**src/sv/brcs_pkg.sv**
```systemverilog
// Package for the best root candidate selector.
// Holds the request and result types and the position constants; no dependencies.
`default_nettype none

package brcs_pkg;

  // Largest set size the position counter is meant for.
  localparam int MAX_CANDIDATES = 64;
  localparam int POS_W          = 6;
  localparam int POS_TOP_INT    = (MAX_CANDIDATES - 1) < 63 ? (MAX_CANDIDATES - 1) : 63;
  localparam logic [POS_W-1:0] POS_TOP = POS_W'(POS_TOP_INT);

  localparam int SCORE_W = 14;

  typedef struct packed {
    logic [2:0]         preference;
    logic [7:0]         stratum_level;
    logic signed [11:0] rssi_avg;
    logic signed [11:0] snr_avg;
    logic [63:0]        candidate_eui;
    logic               sig_ok;
    logic               last_candidate;
  } brcs_in_t;

  typedef struct packed {
    logic             found;
    logic [POS_W-1:0] winner_index;
    logic [63:0]      winner_eui;
  } brcs_out_t;

endpackage

`default_nettype wire

```
**src/sv/best_root_candidate_select.sv**
```systemverilog
// Top level of the best root candidate selector.
// Depends on brcs_pkg for the request and result types and position constants.
`default_nettype none

// Streams root candidates, one request per clock, and keeps the best one of the
// current set: higher preference first, then lower stratum, then higher link
// score 2*rssi_avg + snr_avg (exact, 1/16 dB steps), then the smaller
// identifier; on a full tie the earlier candidate stays. Candidates with
// sig_ok low are skipped but still use up a position. A request with
// last_candidate high closes the set: it is ranked like any other, then one
// result (found, winner_index, winner_eui) is issued and the state clears for
// the next set. Positions count from 0 and stop at POS_TOP. Each request goes
// through an input register and is then ranked against the stored best by
// one compare; the result register follows, so a result is valid in the
// cycle after its closing request is ranked. Throughput is one request per
// cycle; the input side stalls only while a closing request waits for the
// result register, which is held by a stalled earlier result.
module best_root_candidate_select (
  input  wire                  clk,
  input  wire                  rst_n,
  input  wire                  in_valid,
  output logic                 in_stall,
  input  brcs_pkg::brcs_in_t   in_data,
  output logic                 out_valid,
  input  wire                  out_stall,
  output brcs_pkg::brcs_out_t  out_data
);
  import brcs_pkg::*;

  // Input register
  logic     stg_valid_r;
  brcs_in_t stg_r;

  // Running best of the current set
  logic                      have_best_r;
  logic [2:0]                best_pref_r;
  logic [7:0]                best_stratum_r;
  logic signed [SCORE_W-1:0] best_score_r;
  logic [63:0]               best_id_r;
  logic [POS_W-1:0]          best_pos_r;
  logic [POS_W-1:0]          item_pos_r;

  // Result register
  logic      out_valid_r;
  brcs_out_t out_r;

  logic                      out_free;
  logic                      advance;
  logic                      in_accept;
  logic signed [SCORE_W-1:0] score;
  logic                      better;
  logic                      take;
  brcs_out_t                 res_nxt;

  // Result slot opens when empty or when its result leaves this cycle.
  assign out_free  = !out_valid_r || !out_stall;
  // Hold a closing request in the input register until the slot is free.
  assign advance   = stg_valid_r && (!stg_r.last_candidate || out_free);
  assign in_stall  = stg_valid_r && !advance;
  assign in_accept = in_valid && !in_stall;

  // Link score: sign-extend both averages to score width, RSSI doubled.
  assign score = {stg_r.rssi_avg[11], stg_r.rssi_avg, 1'b0}
               + {{2{stg_r.snr_avg[11]}}, stg_r.snr_avg};

  always_comb begin
    if (stg_r.preference != best_pref_r) begin
      better = stg_r.preference > best_pref_r;
    end else if (stg_r.stratum_level != best_stratum_r) begin
      better = stg_r.stratum_level < best_stratum_r;
    end else if (score != best_score_r) begin
      better = score > best_score_r;
    end else begin
      better = stg_r.candidate_eui < best_id_r;
    end
  end

  assign take = stg_r.sig_ok && (!have_best_r || better);

  // Result of a closing request reflects the best after ranking that request.
  always_comb begin
    res_nxt.found = have_best_r || take;
    if (take) begin
      res_nxt.winner_index = item_pos_r;
      res_nxt.winner_eui   = stg_r.candidate_eui;
    end else if (have_best_r) begin
      res_nxt.winner_index = best_pos_r;
      res_nxt.winner_eui   = best_id_r;
    end else begin
      res_nxt.winner_index = '0;
      res_nxt.winner_eui   = '0;
    end
  end

  // Control state
  always_ff @(posedge clk) begin
    if (!rst_n) begin
      stg_valid_r <= 1'b0;
      have_best_r <= 1'b0;
      item_pos_r  <= '0;
      out_valid_r <= 1'b0;
    end else begin
      if (in_accept) begin
        stg_valid_r <= 1'b1;
      end else if (advance) begin
        stg_valid_r <= 1'b0;
      end

      if (advance) begin
        if (stg_r.last_candidate) begin
          // Close the set: drop the kept best and restart positions.
          have_best_r <= 1'b0;
          item_pos_r  <= '0;
        end else begin
          if (take) begin
            have_best_r <= 1'b1;
          end
          if (item_pos_r < POS_TOP) begin
            item_pos_r <= item_pos_r + POS_W'(1);
          end
        end
      end

      if (advance && stg_r.last_candidate) begin
        out_valid_r <= 1'b1;
      end else if (!out_stall) begin
        out_valid_r <= 1'b0;
      end
    end
  end

  // Payload registers
  always_ff @(posedge clk) begin
    if (in_accept) begin
      stg_r <= in_data;
    end
    if (advance && take) begin
      best_pref_r    <= stg_r.preference;
      best_stratum_r <= stg_r.stratum_level;
      best_score_r   <= score;
      best_id_r      <= stg_r.candidate_eui;
      best_pos_r     <= item_pos_r;
    end
    if (advance && stg_r.last_candidate) begin
      out_r <= res_nxt;
    end
  end

  assign out_valid = out_valid_r;
  assign out_data  = out_r;

  // A result without a winner carries zero index and identifier.
  a_empty_result_zero: assert property (@(posedge clk) disable iff (!rst_n)
    (out_valid_r && !out_r.found) |-> (out_r.winner_index == '0 && out_r.winner_eui == '0))
    else $error("empty result carries nonzero winner fields");

  // Position counter never passes its top value.
  a_pos_bounded: assert property (@(posedge clk) disable iff (!rst_n)
    item_pos_r <= POS_TOP)
    else $error("item position beyond top");

  // A closing request clears the set state on the next cycle.
  a_close_clears: assert property (@(posedge clk) disable iff (!rst_n)
    (advance && stg_r.last_candidate) |=> (!have_best_r && item_pos_r == '0 && out_valid_r))
    else $error("set state not cleared after closing request");

  // Input stalls only behind a closing request that cannot reach the result slot.
  a_stall_cause: assert property (@(posedge clk) disable iff (!rst_n)
    in_stall |-> (stg_valid_r && stg_r.last_candidate && out_valid_r && out_stall))
    else $error("input stalled without a blocked result");

endmodule

`default_nettype wire

```
**config.mk**
```make
export PLATFORM = sky130hd
export DESIGN_NAME = best_root_candidate_select
export DESIGN_NICKNAME = d
export VERILOG_FILES = /design/src/sv/brcs_pkg.sv /design/src/sv/best_root_candidate_select.sv
export SDC_FILE = /design/constraint.sdc
export NUM_CORES = 1
export LEC_CHECK = 0
export BUFFER_PORTS_ARGS = -buffer_cell sky130_fd_sc_hd__buf_2
export CORE_MARGIN = 10
export CORE_UTILIZATION = 57
export DETAILED_ROUTE_END_ITERATION = 8
export GPL_TIMING_DRIVEN = 0
export PLACE_DENSITY = 0.91
export REMOVE_ABC_BUFFERS = 1
export SYNTH_ARGS = -nofsm -noshare
export SYNTH_HDL_FRONTEND = slang
export SYNTH_SLANG_ARGS = --single-unit
```
**constraint.sdc**
```tcl
create_clock -name clk -period 8.55 [get_ports clk]
set_clock_uncertainty 0.2 [all_clocks]
set_input_delay 0.4275 -clock clk [delete_from_list [all_inputs] [get_ports clk]]
set_output_delay 0.4275 -clock clk [all_outputs]
set_load 0.01 [all_outputs]
```
# Yosys cells after proc, flatten, opt, wreduce, memory -nomap -nowiden
# Cells that the tools add are included.
# word_totals
register_bits,276
out_inout_bits,73
# classes
addsub,2
order_cmp,5
eq_ne,4
muxes,13
reduce_logical,21
# op_table
cell,count
70-bit 2-to-1 mux,2
64-bit less-than comparator,1
13-bit by 12-bit adder with 14-bit output,1
14-bit greater-than comparator,1
14-bit != test,1
6-bit 2-to-1 mux,2
1-bit 2-to-1 mux,9
8-bit less-than comparator,1
8-bit != test,1
6-bit by 1-bit adder with 6-bit output (second input constant),1
1-bit logical AND,6
1-bit zero test,6
6-bit less-than comparator (second input constant),1
2-bit nonzero test,3
1-bit logical OR,4
2-bit AND reduction,2
3-bit greater-than comparator,1
3-bit != test,1
2-bit by 1-bit != test with 1-bit output (second input constant),1

# Depth between registers and ports, before layout
# depth
ltp_word,9
depth_mapped,21
depth_no_buf,18

# Worst setup path before layout
# Ideal clock, no wire load.
# synth_path
path_kind,reg2reg
startpoint,register stg_r[67] (netlist bit)
endpoint,register best_id_r[0] (enable)
setup_ns,0.465
arrival_ns,6.177
path_slack_ns,1.707
path_stages_with_launch,20
path_buffers,1
period_less_slack_ns,6.843
cell_sequence,edfxtp_1 -> ha_1 -> inv_1 -> fa_1 -> nor2b_1 -> o21ai_0 -> a21boi_0 -> o21a_1 -> o211ai_1 -> and2_1 -> o311ai_0 -> ha_1 -> and4_1 -> nand4_1 -> a211oi_2 -> o311ai_1 -> a2111o_1 -> nand4_1 -> clkbuf_1 -> and3_1
# synth_via
elab_chain_cells,8
elab_cells_between_ends,9
cone_classes,add/sub: 1; order compare: 1; eq/ne: 1; mux: 3; reduce/logical: 3
# synth_lines
element,line,rtl
"start, declared",best_root_candidate_select.sv:32,brcs_in_t stg_r;
"start signal, assigned",best_root_candidate_select.sv:135,stg_r <= in_data;
13-bit by 12-bit adder with 14-bit output *,best_root_candidate_select.sv:64,"+ {{2{stg_r.snr_avg[11]}}, stg_r.snr_avg};"
via score[11],best_root_candidate_select.sv:50,logic signed [SCORE_W-1:0] score;
14-bit greater-than comparator / 14-bit != test (equally long branches),"best_root_candidate_select.sv:72, best_root_candidate_select.sv:71",
1-bit 2-to-1 mux *,best_root_candidate_select.sv:71,end else if (score != best_score_r) begin
1-bit 2-to-1 mux *,best_root_candidate_select.sv:69,end else if (stg_r.stratum_level != best_stratum_r) begin
1-bit 2-to-1 mux *,best_root_candidate_select.sv:67,if (stg_r.preference != best_pref_r) begin
1-bit logical OR *,best_root_candidate_select.sv:78,assign take = stg_r.sig_ok && (!have_best_r || better);
1-bit logical AND *,best_root_candidate_select.sv:78,
1-bit logical AND *,best_root_candidate_select.sv:137,if (advance && take) begin
"end signal, assigned",best_root_candidate_select.sv:141,best_id_r <= stg_r.candidate_eui;
"end, declared",best_root_candidate_select.sv:39,logic [63:0] best_id_r;
# Mark *: on every way through the listed nets, which the timed path passes. The rest lies on a longest branch.
# A chain may end at the register's enable or synchronous reset.

# Worst setup path in the final report
# layout_path
startpoint,register stg_r[67] (netlist bit)
endpoint,register best_id_r[57] (enable)
# The elaborated chain is that of the path after synthesis.

==> impl_results.md <==
* Layout cell share with drive strength beyond 1 at 21.5%
* Syn Std Cell Area at 0.0121 sq mm
* Initial antenna violation count at 1
* Yosys cell types at 53
* Req. time, crit path at 8.57 ns
* CTS tree: done
* TNS Setup at 0 ns
* Vias in the first global route at around 8700
* Vias per inst at 5.80
* Synthesized flop and latch total at 276
* Crit share post-route at between 70% and 80%
* Max_slew headroom at 42.3%
* Final setup vio count at 0
* DR DRC count at 0
* Pwr per Cell Area at 204 mW/mm^2
* Layout net count at approximately 1300
* Syn Area/Cell at roughly 15 sq um
* Unrepaired setup endpoints after global routing: false
* Largest net degree at the start of global routing at 69
* Crit path kind: reg -> reg
* First-pass GRT wire length at 47.1 mm
* Outcome: completed
* Vias at 8185
* Non-filler cells, final at 1411
* Critical Path Fanout Max at 59
* Register area at roughly 0.0082 sq mm
* CTS Sinks at ~280
* Setup crit end kind: flop
* Clk root buf: clkbuf_16
* FMAX at between 150 and 200 MHz
* Fin crit period at 6.66 ns
* Worst path arrival time at 6.68 ns
* Leakage at 6.26 nW
* Antenna viol nets, final at 0
* Worst-margin pin slew at about 0.86 ns
* WL/cell at 21.6 microns
* Die area at roughly 0.027 sq mm
* TritonRoute pass-1 iters at 7
* CTS H-tree depth at 1
* Top FF cell, synth: edfxtp_1
* PostCTS Resize Cnt at 0
* Clk buf depth at 3
* I/O pins at 178
* Worst hold path class: reg -> reg
* Startpoint types: flop
* Final hold viol count at 0
* GPL Wtd Cong at 0.784
* Max Cap Viol at 0
* Worst IR drop on VDD at 0.201 mV
* YS warnings at 0
* Total wire length at 30.5 mm
* First DRT Iteration DRCs at 729
* Total gr overflow at 0
* Chip height at 165 microns
* Clock buffer count from CTS at 30
* Chip Width at 165 microns
* Core Area at 0.0210 sq mm
* Starting Density at 57.6%
* Number of enable flip-flop cells after synthesis at between 200 and 300
* Multi-input gate area at ~0.0034 sq mm
* Clock transition at path regs at 0.06 ns
* Synth area leaders: edfxtp_1 66%, ha_1 10%, a32o_1 5.7%
* Worst-skew pair later-pin latency at around 0.55 ns
* HPWL Detailed at 18.4 mm
* Pins Over Slew Limit at 0
* Yosys top cell area share at 66.4%
* Area Growth Syn to Fin at 28.8%
* Port Buf Inserts at 177
* Gr usage total at 21.9%
* Std cell rows at 53
* Post-Syn Instances at 806
* Register area share after synthesis at 67.9%
* Number of fill cells at 1218
* Placed cells at 1248
* Ys async rst share at 0%
* Yosys top cell by area: edfxtp_1
final cells by class:
cell class	count	share of cell area (%)
Sequential cell	276	52.8
Timing Repair Buffer	297	14.5
Clock buffer	36	4.98
Antenna cell	2	0.0322
Inverter	100	2.43
Multi-Input combinational cell	406	21.8
Clock inverter	19	1.24
Tap cell	275	2.21
power breakdown:
group          leakage, nW  total, mW  internal [mW]  switching [mW]
clock network        0.457       1.27          0.736           0.533
logic                 3.21      0.315          0.152           0.163
registers             2.60       1.59           1.55          0.0323
cells in the mapped netlist, types with 6 or more instances:
| cell | number |
|---|---|
| a21oi_1 | 34 |
| nand3_1 | 8 |
| nor2b_1 | 11 |
| dfxtp_1 | 9 |
| o21ai_0 | 20 |
| a32o_1 | 69 |
| nand4_1 | 15 |
| nor2_1 | 21 |
| ha_1 | 101 |
| xnor2_1 | 8 |
| nand2b_1 | 6 |
| and4_1 | 7 |
| a21o_1 | 7 |
| inv_1 | 100 |
| clkbuf_1 | 20 |
| edfxtp_1 | 267 |
| nand2_1 | 34 |
layout by cell type, fill, tap and decap left out, types with 9 or more instances in the layout:
cell | netlist | final
a21oi_1 | 34 | 34
a32o_1 | 69 | 69
buf_2 | 1 | 177
clkbuf_16 | 0 | 30
dfxtp_1 | 9 | 9
dlygate4sd3_1 | 0 | 106
edfxtp_1 | 267 | 267
ha_1 | 101 | 101
inv_1 | 100 | 99
nand2_1 | 34 | 34
nand4_1 | 15 | 15
nor2_1 | 21 | 21
nor2b_1 | 11 | 10
o21ai_0 | 20 | 20
state kept, by name (all words and copies together) (netlist names):
register	cells
stg_valid_r	1
have_best_r	1
out_valid	1
stg_r	101
out_data	71
best_stratum_r	8
best_pos_r	6
best_id_r	64
item_pos_r	6
best_pref_r	3
best_score_r	14
kinds of logic (layout without fill, tap and decap cells):
logic type | after synthesis | count (layout) | share of synthesized area [%]
AO/OA/AOI/OAI | 167 | 167 | 11.0
XOR/XNOR | 11 | 11 | 0.798
adder cells (fa/ha/maj) | 102 | 102 | 10.6
buffers and inverters | 124 | 452 | 4.05
flip-flops | 276 | 276 | 67.9
multiplexers | 1 | 1 | 0.0830
other | 0 | 2 | 0
AND/OR/NAND/NOR | 125 | 125 | 5.53
path summary, 6_finish.rpt:
path	startpoint	endpoint	slack, ns	cells past startpoint
worst max-delay path	stg_r[67]	best_id_r[57]	1.89	20
worst min-delay path	stg_r[95]	best_stratum_r[5]	0.27	0
worst max register to register	stg_r[67]	best_id_r[57]	1.89	20
worst min register to register	stg_r[95]	best_stratum_r[5]	0.27	0
per-stage QoR:
stage | setup WS, ns | instance area [sq um] | total power, mW | hold slack [ns] | utilization (%)
floorplan | 0.740 | 12000 | 1.77 | 0.226 | -
CTS | 1.95 | 15500 | 3.17 | 0.270 | 74.1
finish | 1.89 | 15500 | 3.17 | 0.268 | 74.1
detailed placement | 1.98 | 13500 | 1.88 | 0.254 | 64.4
global route | 1.32 | 15500 | 3.28 | 0.280 | 74.1
global placement | -2.26 | 13200 | 1.86 | 0.233 | 62.9
metal layers:
metal  GRT usage, %  wire [microns]
met4           5.39             645
met5              0               0
met3           4.34            2710
met1           25.8           11100
met2           40.0           16100
critical path, cell delays in order, from the launching register on:
cell and delay, ns:
edfxtp_1 0.35, ha_1 0.18, inv_1 0.06, fa_1 0.39, nor2b_1 0.15, o21ai_0 0.13
a21boi_0 0.30, o21a_1 0.17, o211ai_1 0.13, and2_1 0.20, o311ai_0 0.49, ha_1 0.22
and4_1 0.29, nand4_1 0.22, a211oi_2 0.32, o311ai_1 0.20, a2111o_1 0.49, nand4_1 0.47
buf_8 0.23, and3_4 0.77, buf_12 0.32
what timing repair did:
item,in CTS,in global routing
hold buffers,106,0
hold endpoints to repair,105,0
endpoints found under the setup margin,0,0
setup buffers,0,0
Power figures use the tool's default switching activity.
